==> config.mk <==
export PLATFORM = sky130hd
export DESIGN_NAME = pulse_period_frequency_counter_unit
export DESIGN_NICKNAME = d
export VERILOG_FILES = /design/src/hdl/ppfc_pkg.sv /design/src/hdl/ppfc_ram.sv /design/src/hdl/ppfc_div.sv /design/src/hdl/pulse_period_frequency_counter_unit.sv
export SDC_FILE = /design/constraint.sdc
export NUM_CORES = 1
export LEC_CHECK = 0
export BUFFER_PORTS_ARGS = -buffer_cell sky130_fd_sc_hd__buf_2
export CAP_MARGIN = 20
export CELL_PAD_IN_SITES_DETAIL_PLACEMENT = 0
export CELL_PAD_IN_SITES_GLOBAL_PLACEMENT = 1
export CORE_MARGIN = 2
export CORE_UTILIZATION = 35
export DETAILED_ROUTE_END_ITERATION = 7
export PLACE_DENSITY = 0.65
export SYNTH_ARGS = -nofsm -noshare
export SYNTH_HDL_FRONTEND = slang
export SYNTH_SLANG_ARGS = --single-unit
export TNS_END_PERCENT = 5
==> constraint.sdc <==
create_clock -name clock -period 15.44 [get_ports clock]
set_clock_uncertainty 0.2 [all_clocks]
set_input_delay 0.772 -clock clock [delete_from_list [all_inputs] [get_ports clock]]
set_output_delay 0.772 -clock clock [all_outputs]
set_load 0.005 [all_outputs]
==> src/hdl/ppfc_pkg.sv <==
// Shared types and constants for the pulse period and frequency counter.
// No dependencies; used by the divider, the top level and the testbench.
package ppfc_pkg;

   localparam int CHANNELS  = 16;
   localparam int ADDR_BITS = $clog2(CHANNELS);
   localparam int CH_BITS   = 4;
   localparam int FREQ_BITS = 14;

   localparam logic [15:0]          NO_PERIOD  = 16'hFFFF;
   localparam logic [15:0]          MAX_VALID  = 16'hFFFE;
   localparam logic [FREQ_BITS-1:0] FREQ_SCALE = FREQ_BITS'(10000);

   typedef enum logic [1:0] {
      MODE_TIMEBASE = 2'd0,
      MODE_EDGE     = 2'd1,
      MODE_QUERY    = 2'd2,
      MODE_CLEAR    = 2'd3
   } mode_type;

   typedef enum logic [1:0] {
      ST_IDLE,
      ST_READ,
      ST_DIV,
      ST_FIN
   } state_type;

   typedef struct packed {
      mode_type             mode;
      logic [CH_BITS-1:0]   channel;
      logic [15:0]          now_ms;
      logic [15:0]          timebase_ms;
   } req_type;

   typedef struct packed {
      logic [31:0]          event_count;
      logic [15:0]          period_ms;
      logic [FREQ_BITS-1:0] frequency;
      logic [15:0]          signal_age_ms;
   } rsp_type;

   typedef struct packed {
      logic [31:0] edge_count;
      logic [15:0] last_edge_time;
      logic [15:0] last_period;
      logic [15:0] channel_timebase;
   } entry_type;

endpackage

==> src/hdl/ppfc_ram.sv <==
// Generic single-port-write, single-port-read RAM with a registered read.
// No dependencies.
module ppfc_ram #(
   parameter int WIDTH = 8,
   parameter int DEPTH = 16
) (
   input  logic                     clock,
   input  logic                     wr_en,
   input  logic [$clog2(DEPTH)-1:0] wr_addr,
   input  logic [WIDTH-1:0]         wr_data,
   input  logic [$clog2(DEPTH)-1:0] rd_addr,
   output logic [WIDTH-1:0]         rd_data
);

   logic [WIDTH-1:0] mem [DEPTH];
   logic [WIDTH-1:0] rd_data_ff;

   always_ff @(posedge clock) begin
      if (wr_en) begin
         mem[wr_addr] <= wr_data;
      end
      rd_data_ff <= mem[rd_addr];
   end

   assign rd_data = rd_data_ff;

endmodule

==> src/hdl/ppfc_div.sv <==
// Serial restoring divider: the frequency scale divided by a 16-bit divisor.
// Depends on ppfc_pkg.
module ppfc_div (
   input  logic                              clock,
   input  logic                              reset,
   input  logic                              start,
   input  logic [15:0]                       divisor,
   output logic                              done,
   output logic [ppfc_pkg::FREQ_BITS-1:0]    quotient
);

   localparam int CNT_BITS = $clog2(ppfc_pkg::FREQ_BITS);

   logic                           busy_ff, busy_in;
   logic                           done_ff, done_in;
   logic [CNT_BITS-1:0]            cnt_ff, cnt_in;
   logic [15:0]                    rem_ff, rem_in;
   logic [15:0]                    div_ff, div_in;
   logic [ppfc_pkg::FREQ_BITS-1:0] q_ff, q_in;
   logic [16:0]                    shifted;
   logic [16:0]                    diff;
   logic                           qbit;

   always_comb begin
      shifted = {rem_ff, q_ff[ppfc_pkg::FREQ_BITS-1]};
      diff    = shifted - {1'b0, div_ff};
      qbit    = (shifted >= {1'b0, div_ff});
      busy_in = busy_ff;
      done_in = 1'b0;
      cnt_in  = cnt_ff;
      rem_in  = rem_ff;
      div_in  = div_ff;
      q_in    = q_ff;
      if (start) begin
         busy_in = 1'b1;
         cnt_in  = '0;
         rem_in  = '0;
         div_in  = divisor;
         q_in    = ppfc_pkg::FREQ_SCALE;
      end else if (busy_ff) begin
         rem_in = qbit ? diff[15:0] : shifted[15:0];
         q_in   = {q_ff[ppfc_pkg::FREQ_BITS-2:0], qbit};
         cnt_in = cnt_ff + 1'b1;
         if (cnt_ff == CNT_BITS'(ppfc_pkg::FREQ_BITS - 1)) begin
            busy_in = 1'b0;
            done_in = 1'b1;
         end
      end
   end

   always_ff @(posedge clock) begin
      if (reset) begin
         busy_ff <= 1'b0;
         done_ff <= 1'b0;
      end else begin
         busy_ff <= busy_in;
         done_ff <= done_in;
      end
      cnt_ff <= cnt_in;
      rem_ff <= rem_in;
      div_ff <= div_in;
      q_ff   <= q_in;
   end

   assign done     = done_ff;
   assign quotient = q_ff;

endmodule

==> src/hdl/pulse_period_frequency_counter_unit.sv <==
// Top level of the sixteen-channel pulse period and frequency counter.
// Depends on ppfc_pkg, ppfc_ram and ppfc_div.
//
// Items arrive on the req_ channel and carry a mode, a channel, the current
// millisecond time and a timebase. Timebase, edge and clear items update the
// channel and give no result; a query item gives one result on the rsp_
// channel with the count, period, frequency and age of the channel.
// Per-channel state sits in one RAM; an item's entry is read, then modified
// and written back in the next cycle. One item is in work at a time.
// A non-query item lets the next item in once its entry is written back.
// A query loads its result into the output register and then lets the next
// item in. When a frequency is due, the channel is read, the serial divider
// runs, the quotient is taken and the output is loaded, in that order.
// The result sits in an output register, so the next item is accepted while
// a result is still stalled; a further query then waits for that register
// to empty before its result is loaded.
// Reset marks every channel as all zeroes, through a valid flag per channel;
// no clearing pass is needed and items are accepted in the cycle after reset.
module pulse_period_frequency_counter_unit (
   input  logic              clock,
   input  logic              reset,
   input  logic              req_valid,
   output logic              req_stall,
   input  ppfc_pkg::req_type req_data,
   output logic              rsp_valid,
   input  logic              rsp_stall,
   output ppfc_pkg::rsp_type rsp_data
);

   localparam int AB = ppfc_pkg::ADDR_BITS;

   ppfc_pkg::state_type             state_ff, state_in;
   ppfc_pkg::req_type               item_ff, item_in;
   logic [ppfc_pkg::CHANNELS-1:0]   valid_ff, valid_in;
   logic                            rd_valid_ff;
   ppfc_pkg::rsp_type               res_ff, res_in;
   ppfc_pkg::rsp_type               rsp_data_ff, rsp_data_in;
   logic                            rsp_valid_ff, rsp_valid_in;

   ppfc_pkg::entry_type             ram_rdata;
   ppfc_pkg::entry_type             entry;
   ppfc_pkg::entry_type             wr_entry;
   logic                            wr_en;
   logic                            accept;
   logic                            ch_ok;
   logic                            out_free;
   logic [15:0]                     delta;
   logic [15:0]                     age;
   logic                            lp_valid;
   logic                            good;
   logic [16:0]                     sum;
   logic [15:0]                     divisor;
   logic                            div_start;
   logic                            div_done;
   logic [ppfc_pkg::FREQ_BITS-1:0]  quotient;

   assign accept   = req_valid && (state_ff == ppfc_pkg::ST_IDLE);
   assign out_free = !rsp_valid_ff || !rsp_stall;
   assign ch_ok    = (32'(item_ff.channel) < ppfc_pkg::CHANNELS);

   ppfc_ram #(
      .WIDTH ($bits(ppfc_pkg::entry_type)),
      .DEPTH (ppfc_pkg::CHANNELS)
   ) u_ram (
      .clock   (clock),
      .wr_en   (wr_en),
      .wr_addr (AB'(item_ff.channel)),
      .wr_data (wr_entry),
      .rd_addr (AB'(req_data.channel)),
      .rd_data (ram_rdata)
   );

   ppfc_div u_div (
      .clock    (clock),
      .reset    (reset),
      .start    (div_start),
      .divisor  (divisor),
      .done     (div_done),
      .quotient (quotient)
   );

   always_comb begin
      entry    = rd_valid_ff ? ram_rdata : '0;
      delta    = item_ff.now_ms - entry.last_edge_time;
      lp_valid = (entry.last_period <= ppfc_pkg::MAX_VALID);
      age      = lp_valid ? delta : ppfc_pkg::NO_PERIOD;
      good     = (entry.channel_timebase != 16'd0) && (age < entry.channel_timebase);
      sum      = {1'b0, entry.last_period} + {1'b0, age};
      divisor  = ({entry.last_period, 1'b0} < {1'b0, age}) ? sum[16:1] : entry.last_period;

      wr_entry = entry;
      case (item_ff.mode)
         ppfc_pkg::MODE_TIMEBASE: begin
            wr_entry.channel_timebase = item_ff.timebase_ms;
         end
         ppfc_pkg::MODE_EDGE: begin
            wr_entry.edge_count     = entry.edge_count + 32'd1;
            wr_entry.last_period    = (delta == 16'd0) ? 16'd1 : delta;
            wr_entry.last_edge_time = item_ff.now_ms;
         end
         ppfc_pkg::MODE_QUERY: begin
            if (lp_valid && (entry.channel_timebase < age)) begin
               wr_entry.last_period = ppfc_pkg::NO_PERIOD;
            end
         end
         ppfc_pkg::MODE_CLEAR: begin
            wr_entry.edge_count = 32'd0;
         end
         default: begin
            wr_entry = entry;
         end
      endcase

      state_in     = state_ff;
      item_in      = item_ff;
      valid_in     = valid_ff;
      res_in       = res_ff;
      rsp_data_in  = rsp_data_ff;
      rsp_valid_in = rsp_valid_ff && rsp_stall;
      wr_en        = 1'b0;
      div_start    = 1'b0;

      case (state_ff)
         ppfc_pkg::ST_IDLE: begin
            if (accept) begin
               item_in  = req_data;
               state_in = ppfc_pkg::ST_READ;
            end
         end
         ppfc_pkg::ST_READ: begin
            if (ch_ok) begin
               wr_en                               = 1'b1;
               valid_in[AB'(item_ff.channel)]      = 1'b1;
            end
            res_in.event_count   = ch_ok ? entry.edge_count : 32'd0;
            res_in.signal_age_ms = ch_ok ? age : ppfc_pkg::NO_PERIOD;
            res_in.frequency     = '0;
            if (ch_ok && good) begin
               res_in.period_ms =
                  (entry.last_period == 16'd0) ? 16'd1 : entry.last_period;
            end else begin
               res_in.period_ms = ppfc_pkg::NO_PERIOD;
            end
            if (item_ff.mode == ppfc_pkg::MODE_QUERY) begin
               if (ch_ok && good && (entry.last_period != 16'd0)) begin
                  div_start = 1'b1;
                  state_in  = ppfc_pkg::ST_DIV;
               end else begin
                  state_in = ppfc_pkg::ST_FIN;
               end
            end else begin
               state_in = ppfc_pkg::ST_IDLE;
            end
         end
         ppfc_pkg::ST_DIV: begin
            if (div_done) begin
               res_in.frequency = quotient;
               state_in         = ppfc_pkg::ST_FIN;
            end
         end
         ppfc_pkg::ST_FIN: begin
            if (out_free) begin
               rsp_data_in  = res_ff;
               rsp_valid_in = 1'b1;
               state_in     = ppfc_pkg::ST_IDLE;
            end
         end
         default: begin
            state_in = ppfc_pkg::ST_IDLE;
         end
      endcase
   end

   always_ff @(posedge clock) begin
      if (reset) begin
         state_ff     <= ppfc_pkg::ST_IDLE;
         valid_ff     <= '0;
         rsp_valid_ff <= 1'b0;
      end else begin
         state_ff     <= state_in;
         valid_ff     <= valid_in;
         rsp_valid_ff <= rsp_valid_in;
      end
      item_ff     <= item_in;
      res_ff      <= res_in;
      rsp_data_ff <= rsp_data_in;
      rd_valid_ff <= valid_ff[AB'(req_data.channel)];
   end

   assign req_stall = (state_ff != ppfc_pkg::ST_IDLE);
   assign rsp_valid = rsp_valid_ff;
   assign rsp_data  = rsp_data_ff;

endmodule

==> impl_metrics.yaml, run 1 <==
place:
  dpl_cell_area_mm2: 0.06750
  hpwl_mm: 87.71
  gp_congestion: 0.8463
  portBuffers: 121
timing:
  fin_crit_sh_pct: 44.39
  slew_headroom_pct: 21.50
  post-route-min-period_ps: 6854
  finalHoldViolations: 0
  rsz0062_at_grt: "false"
  fmax_mhz: 145.9
  setup_violations: 0
  tightest_slew_ps: 1173
  tns_ps: 0
  finalMaxSlewViolations: 0
clock_tree:
  cts_buffers: 166
  cts_tree: "yes"
  insertion_delay_ps: 830
  ctsResizeCount: 0
  clock_path_buffers: 3
  cts-root-buf: "clkbuf_16"
  htree_levels: 4
  postCtsSetupBuffers: 0
  cts_sinks: 1626
  clk_pin_slew_ps: 60
floorplanning:
  die_w_um: 430.2
  initial_core_util_pct: 35.21
  design.core.area_mm2: 0.1805
  ios: 122
  dieArea_mm2: 0.1851
  die_h_um: 430.2
  rows: 156
logic_synthesis:
  yosysUniqueCellTypes: 82
  synth_warnings: 0
  syn_area_mm2: 0.06357
  synth_edf_count: 1490
  yosysSeqAreaShare_pct: 74.66
  synthFlopType: "edfxtp_1"
  syn_area_per_cell_um2: 19.93
  synthCells: 3190
  synth-seq-cells: 1626
  postSynth.asyncResetShare_pct: 0
  synth_fp_nets: 3315
routing:
  drc: 0
  first_pass_iters: 6
  routedWlPerCell_um: 26.42
  viasPerCell: 5.265
  drt_iter0_drc: 3325
  ant_nets: 0
  vias: 31480
  drt-total-wl_mm: 158.0
worst_setup_path:
  slowest_delay_ps: 910
  worstPathRequired_ps: 15660
  worstPathArrival_ps: 7070
  cpMaxStageDelayCell: "a2bb2oi_1"
  worst_setup_path_end_kind: "register"
  crit_path_cell_trace: "buf_4, and2_1, ha_1, inv_1, fa_1, a21o_1, a221oi_2, xor2_1, nand2_1, inv_1, ha_1, o211ai_1, and4_1, o21ai_0, a31oi_4, maj3_2, o21a_1, o21ai_0, a2bb2oi_1"
  setup.worst_path.class: "reg2reg"
  critPathLaunchType: "register"
  critPathMaxFanout: 29
power:
  total_power_w: 0.009396
  ir_worst_vdd_uv: 118.2
  power_density_mw_per_mm2: 128.1
  leakagePower_nw: 23.93
final_layout:
  drive_gt1_share_pct: 26.08
  final_nets: 3599
  final_area_mm2: 0.07332
  post-route-util_pct: 40.61
  area_delta_synth_final_pct: 15.34
  nFillCells: 15840
worst_hold_path:
  hold_path.class: "in2reg"
global_routing:
  grt_max_degree: 121
  grt_pass1_wl_mm: 227.4
  grt_pass1_vias: 32040
  grt_antenna_before_repair: 6
  gr-usage-all-layers_pct: 17.00
  overflow: 0
run:
  drv_cap: 0
run_status:
  outcome: "completed"
stage by stage:
stage / setup slack [ps] / instances / hold WS (ps)
after floorplan: 6910 / 3190 / 200.3
after global placement: 8813 / 5634 / 204.3
after detailed placement: 8724 / 5634 / 204.5
after CTS: 8693 / 5968 / 9.421
after global routing: 8137 / 5978 / 16.07
final: 8586 / 5979 / 52.81
Yosys cell counts, types with 10 or more instances:
library cell	n	area (um^2)
ha_1	80	1001
o211ai_1	12	90.09
buf_1	27	101.4
nor4_1	11	68.82
nor3_1	16	80.08
edfxtp_1	1490	44740
o21ai_0	80	400.4
and2_1	62	387.9
dfxtp_1	136	2723
xor2_1	13	113.9
xnor2_1	29	254.0
nand3_1	33	165.2
a31oi_1	10	62.56
mux2_2	12	135.1
mux2i_1	28	280.3
a211oi_2	11	137.6
nor2b_1	10	62.56
o21a_1	14	105.1
mux4_2	405	9121
or2_2	12	75.07
clkbuf_1	97	364.1
a21oi_1	48	240.2
inv_1	79	296.5
a21o_1	15	112.6
a2bb2oi_1	10	87.58
nand2_1	168	630.6
nand4_1	21	131.4
nand2b_1	11	68.82
nor2_1	128	480.5
layout make-up:
cell class                 count  area [um^2]  area share, %
antenna                        1        2.502       0.003413
clock buffer                 211         4403          6.005
clock inverter                91         1008          1.375
inverter                      81        305.3         0.4164
multi-input combinational   1344        15360          20.94
sequential                  1626        47470          64.74
tap                         2370         2965          4.044
timing repair buffer         255         1812          2.471
worst max-delay path, delay by kind of cell, from the launching register on:
kind,cells,cell delay (ps)
AOI/OAI and AO/OA,8,2890
adders and majority gates,4,1060
buffers and inverters,3,700
and+or+nand+nor,3,670
DFF,1,600
xor gates and xnor gates,1,300
worst paths after layout:
path / start / endpoint / slack (ps) / cells past startpoint
setup / recovery: rd_valid_ff$_DFF_P_ / u_ram.mem[0][27]$_DFFE_PP_ / 8590 / 19
hold / removal: req_data[28] / item_ff[28]$_DFFE_PP_ / 50 / 1
setup reg to reg: rd_valid_ff$_DFF_P_ / u_ram.mem[0][27]$_DFFE_PP_ / 8590 / 19
hold reg to reg: res_ff[42]$_SDFFCE_PP1P_ / rsp_data[42]$_DFFE_PP_ / 220 / 0
routing by layer:
metal | part of all wire (%) | GRT usage [%]
met1 | 43 | 23.15
met3 | 5.3 | 2.650
met4 | 2.8 | 5.622
met5 | 0 | 0
met2 | 49 | 27.93
cell families after synthesis:
family / Yosys count / synth area share (%)
and+or+nand+nor: 508 / 3.808
xor gates and xnor gates: 42 / 0.5786
buffers and inverters: 220 / 1.388
muxes: 445 / 15.00
AOI/OAI and AO/OA: 265 / 2.874
DFF: 1626 / 74.66
adders and majority gates: 84 / 1.687
sequential cells by signal (all words and copies together) (netlist names), named ones only:
name            cells
rsp_valid           1
u_div.quotient     14
rsp_data           78
u_div.busy_ff       1
u_div.rem_ff       16
state_ff            1
valid_ff           16
u_div.div_ff       16
item_ff            38
u_ram.mem        1280
rd_valid_ff         1
u_div.cnt_ff        4
res_ff             78
u_div.done          1
u_ram.rd_data      80
cells in the final DEF (no fill, tap or decap), types with 10 or more instances in the layout:
| master | n |
|---|---|
| a211oi_2 | 11 |
| a21o_1 | 15 |
| a21oi_1 | 47 |
| a2bb2oi_1 | 10 |
| a31oi_1 | 10 |
| and2_1 | 62 |
| buf_2 | 117 |
| buf_4 | 95 |
| bufinv_16 | 15 |
| clkbuf_1 | 37 |
| clkbuf_16 | 166 |
| clkinv_1 | 30 |
| clkinv_2 | 26 |
| dfxtp_1 | 134 |
| dlygate4sd3_1 | 32 |
| edfxtp_1 | 1490 |
| ha_1 | 79 |
| inv_1 | 78 |
| mux2_2 | 12 |
| mux2i_1 | 28 |
| mux4_2 | 405 |
| nand2_1 | 168 |
| nand2b_1 | 11 |
| nand3_1 | 33 |
| nand4_1 | 21 |
| nor2_1 | 115 |
| nor2_4 | 13 |
| nor2b_1 | 10 |
| nor3_1 | 12 |
| nor4_1 | 11 |
| o211ai_1 | 12 |
| o21a_1 | 14 |
| o21ai_0 | 79 |
| or2_2 | 12 |
| xnor2_1 | 29 |
| xor2_1 | 13 |
report_power, final:
group          switching, W  internal [W]  total [W]
registers         0.0000391       0.00489    0.00493
clock network       0.00169       0.00228    0.00397
logic              0.000298      0.000195   0.000492
total               0.00203       0.00737    0.00940
what timing repair did:
item                                    CTS  global route
endpoints found under the hold margin    32             0
hold buffers                             32             0
endpoints found under the setup margin    0             0
Power figures use the tool's default switching activity.
==> run 2: changes to the inputs <==
--- a/config.mk
+++ b/config.mk
@@ -5,6 +5,7 @@
 export SDC_FILE = /design/constraint.sdc
 export NUM_CORES = 1
 export LEC_CHECK = 0
+export ABC_AREA = 1
 export BUFFER_PORTS_ARGS = -buffer_cell sky130_fd_sc_hd__buf_2
 export CAP_MARGIN = 20
 export CELL_PAD_IN_SITES_DETAIL_PLACEMENT = 0
@@ -12,7 +13,7 @@
 export CORE_MARGIN = 2
 export CORE_UTILIZATION = 35
 export DETAILED_ROUTE_END_ITERATION = 7
-export PLACE_DENSITY = 0.65
+export PLACE_DENSITY = 0.7
 export SYNTH_ARGS = -nofsm -noshare
 export SYNTH_HDL_FRONTEND = slang
 export SYNTH_SLANG_ARGS = --single-unit
==> constraint.sdc (replaced) <==
create_clock -name clock -period 5.5 [get_ports clock]
set_clock_uncertainty 0.2 [all_clocks]
set_input_delay 0.275 -clock clock [delete_from_list [all_inputs] [get_ports clock]]
set_output_delay 0.275 -clock clock [all_outputs]
set_load 0.005 [all_outputs]
==> run 2 against run 1 <==
  * Setup slack worse by 7900 ps
  * Die area is 5.5% higher
  * Power grew to 3.1 times the previous value
  * First-iteration DRC count is 19% higher
  * Highest routed layer is now met5
==> impl_metrics.yaml, run 2 <==
run_status:
  outcome: "completed"
final_layout:
  register_area_mm2: 0.04747
  final_nets: 5518
  final_common_cell: "edfxtp_1"
  largest_reg_flops: 1280
  post-route-util_pct: 40.78
  nFillCells: 17460
  final_cell_mix: "edfxtp_1, inv_1, nand2_1, o21ai_0, a21oi_1"
  regMostFlops: "u_ram.mem"
  multi_input_comb_area_mm2: 0.01634
  drive_gt1_share_pct: 11.10
  area_delta_synth_final_pct: 15.74
routing:
  viasPerCell: 5.143
  routedWlPerCell_um: 22.19
  drt-total-wl_mm: 178.8
  vias: 41420
  drt_iter0_drc: 3943
  first_pass_iters: 6
  ant_nets: 0
  drc: 0
timing:
  fmax_mhz: 206.8
  finalHoldViolations: 0
  post-route-min-period_ps: 4835
  setup_violations: 0
  rsz0062_at_grt: "false"
  tightest_slew_ps: 1258
  slew_headroom_pct: 16.15
  finalMaxSlewViolations: 0
  fin_crit_sh_pct: 87.92
  tns_ps: 0
worst_setup_path:
  crit_path_cell_trace: "nand2_1, ha_1, a21oi_1, nor2_1, nor2_1, nand2_1, xnor2_1, inv_1, nor2_1, ha_1, a21oi_1, o221ai_1, a21oi_2, nand3_2, nand2_1, nand2_1, a21oi_1"
  worstPathArrival_ps: 5090
  worst_setup_path_end_kind: "register"
  worstPathRequired_ps: 5760
  critPathLaunchType: "register"
  crit_family: "compound AO/OA/AOI/OAI gates"
  cpMaxStageDelayCell: "a21oi_1"
  critPathMaxFanout: 18
  setup.worst_path.class: "reg2reg"
  critical_path_buf_inv_count: 1
  slowest_delay_ps: 820
  crit_top_cell: "nand2_1"
logic_synthesis:
  synth_top_cell_area_share_pct: 66.70
  yosysSeqAreaShare_pct: 70.76
  synth_common_cells: "edfxtp_1, inv_1, nand2_1"
  synth_warnings: 0
  muxShareOfSynthArea_pct: 4.805
  synthSimpleGateAreaFrac_pct: 6.351
  synthAdderAreaFrac_pct: 1.582
  synth_edf_count: 1490
  synthFlopType: "edfxtp_1"
  syn_area_per_cell_um2: 12.96
  synth_fp_nets: 5301
  synth_top_cell_by_area: "edfxtp_1"
  yosysUniqueCellTypes: 61
  synth_compound_area_share_pct: 10.93
  synth_xor_area_share_pct: 0.4700
  synth.most_common_cell: "edfxtp_1"
  syn_area_mm2: 0.06708
  synthCells: 5176
  synth_top_family_by_area: "compound AO/OA/AOI/OAI gates"
  synth-seq-cells: 1626
  postSynth.asyncResetShare_pct: 0
  synth_area_leaders: "edfxtp_1, mux2i_1, dfxtp_1, o211ai_1, o21ai_0"
power:
  leakagePower_nw: 28.92
  switching_share_pct: 24.33
  total_power_w: 0.02877
  pwr-share-comb_pct: 9.6
  internal-power_w: 0.02177
  power_density_mw_per_mm2: 370.6
  ir_worst_vdd_uv: 337.0
  power_switching_w: 0.007002
  clkPwrFrac_pct: 40.7
  power_frac_seq_pct: 49.7
floorplanning:
  rows: 160
  ios: 122
  dieArea_mm2: 0.1952
  design.core.area_mm2: 0.1904
  die_w_um: 441.8
  die_h_um: 441.8
  initial_core_util_pct: 35.24
run:
  drv_cap: 0
place:
  portBuffers: 121
  gp_congestion: 0.8779
  hpwl_mm: 96.45
global_routing:
  grt_pass1_wl_mm: 262.0
  grt_max_degree: 220
  gr-usage-all-layers_pct: 17.80
  overflow: 0
  grt_pass1_vias: 39820
  grt_antenna_before_repair: 16
clock_tree:
  ctsResizeCount: 0
  postCtsSetupBuffers: 0
  insertion_delay_ps: 830
  cts_tree: "yes"
  clock_path_buffers: 3
  cts_sinks: 1626
  cts_buffers: 170
  clk_pin_slew_ps: 60
  htree_levels: 4
  cts-root-buf: "clkbuf_16"
worst_hold_path:
  hold_path.class: "in2reg"
## run 2: cell count changes after synthesis, sizes merged, moves of 17 or more
| cell | before | now |
|---|---|---|
| a21oi | 48 | 423 |
| and2 | 63 | 1 |
| buf | 40 | 69 |
| clkbuf | 99 | 211 |
| inv | 79 | 583 |
| mux2i | 28 | 322 |
| mux4 | 405 | 0 |
| nand2 | 168 | 557 |
| nand3 | 33 | 175 |
| nand3b | 2 | 19 |
| nor2 | 129 | 158 |
| o211ai | 12 | 327 |
| o21ai | 82 | 492 |
## run 2: path summary, 6_finish.rpt
kind	start	end	slack [ps]	cells past startpoint
min reg2reg	res_ff[7]$_DFFE_PP_	rsp_data[7]$_DFFE_PP_	210	0
max reg2reg	rd_valid_ff$_DFF_P_	u_ram.mem[1][26]$_DFFE_PP_	660	17
max	rd_valid_ff$_DFF_P_	u_ram.mem[1][26]$_DFFE_PP_	660	17
min	req_data[19]	item_ff[19]$_DFFE_PP_	70	2
## run 2: power groups by stage
stage / logic, W / registers (W) / clock network, W
4_1_cts: 0.00274 / 0.0143 / 0.0119
2_1_floorplan: 0.00177 / 0.0145 / 0
3_5_place_dp: 0.00269 / 0.0145 / 0
3_3_place_gp: 0.00265 / 0.0145 / 0
6_report: 0.00276 / 0.0143 / 0.0117
5_1_grt: 0.00305 / 0.0143 / 0.0125
## run 2: worst register-to-register path: stages, from the launching register on
cell and delay [ps]:
dfxtp_4 470, nand2_1 120, ha_1 360, a21oi_1 310, nor2_1 70, nor2_1 90, nand2_1 130, xnor2_1 490
inv_1 90, nor2_1 270, ha_1 310, a21oi_1 170, o221ai_1 160, a21oi_2 220, nand3_2 90, nand2_1 70
nand2_1 60, a21oi_1 820
## run 2: through the flow
stage                     hold slack, ps  cells  setup slack (ps)  cell area, um^2
final                              67.81   8055             664.6            77640
after global routing               37.55   8052             315.9            77640
after CTS                          37.12   8040             779.0            77550
after detailed placement           204.5   7665             799.6            71180
after global placement             200.8   7665             884.7            71180
after floorplan                    173.9   5176            -91.56            67130
## run 2: cell type report
type                            count  share of cell area (%)
Tap cell                         2511                   4.046
Clock inverter                     88                   1.421
Clock buffer                      230                   6.054
Inverter                          587                   2.857
Sequential cell                  1626                   61.14
Antenna cell                        5                 0.01611
Timing Repair Buffer              325                   3.419
Multi-Input combinational cell   2683                   21.05
## run 2: routing by layer
layer	GRT usage [%]	part of all wire, %	up-vias
li1	-	-	19150
met1	25.19	46	20720
met2	28.20	46	1267
met3	3.080	6.2	265
met4	4.887	2.4	14
met5	0	0.054	-
## run 2: repair_timing
item | in CTS | in global routing
hold endpoints to repair | 114 | 0
endpoints found under the setup margin | 0 | 0
hold buffers | 57 | 0
## run 2: cells by family after synthesis
kind of cell             count (synthesis)
AO/OA/AOI/OAI                         1275
XOR/XNOR                                36
adder cells (fa/ha/maj)                 83
buffers and inverters                  867
flip-flops                            1626
multiplexers                           322
AND/OR/NAND/NOR                        967
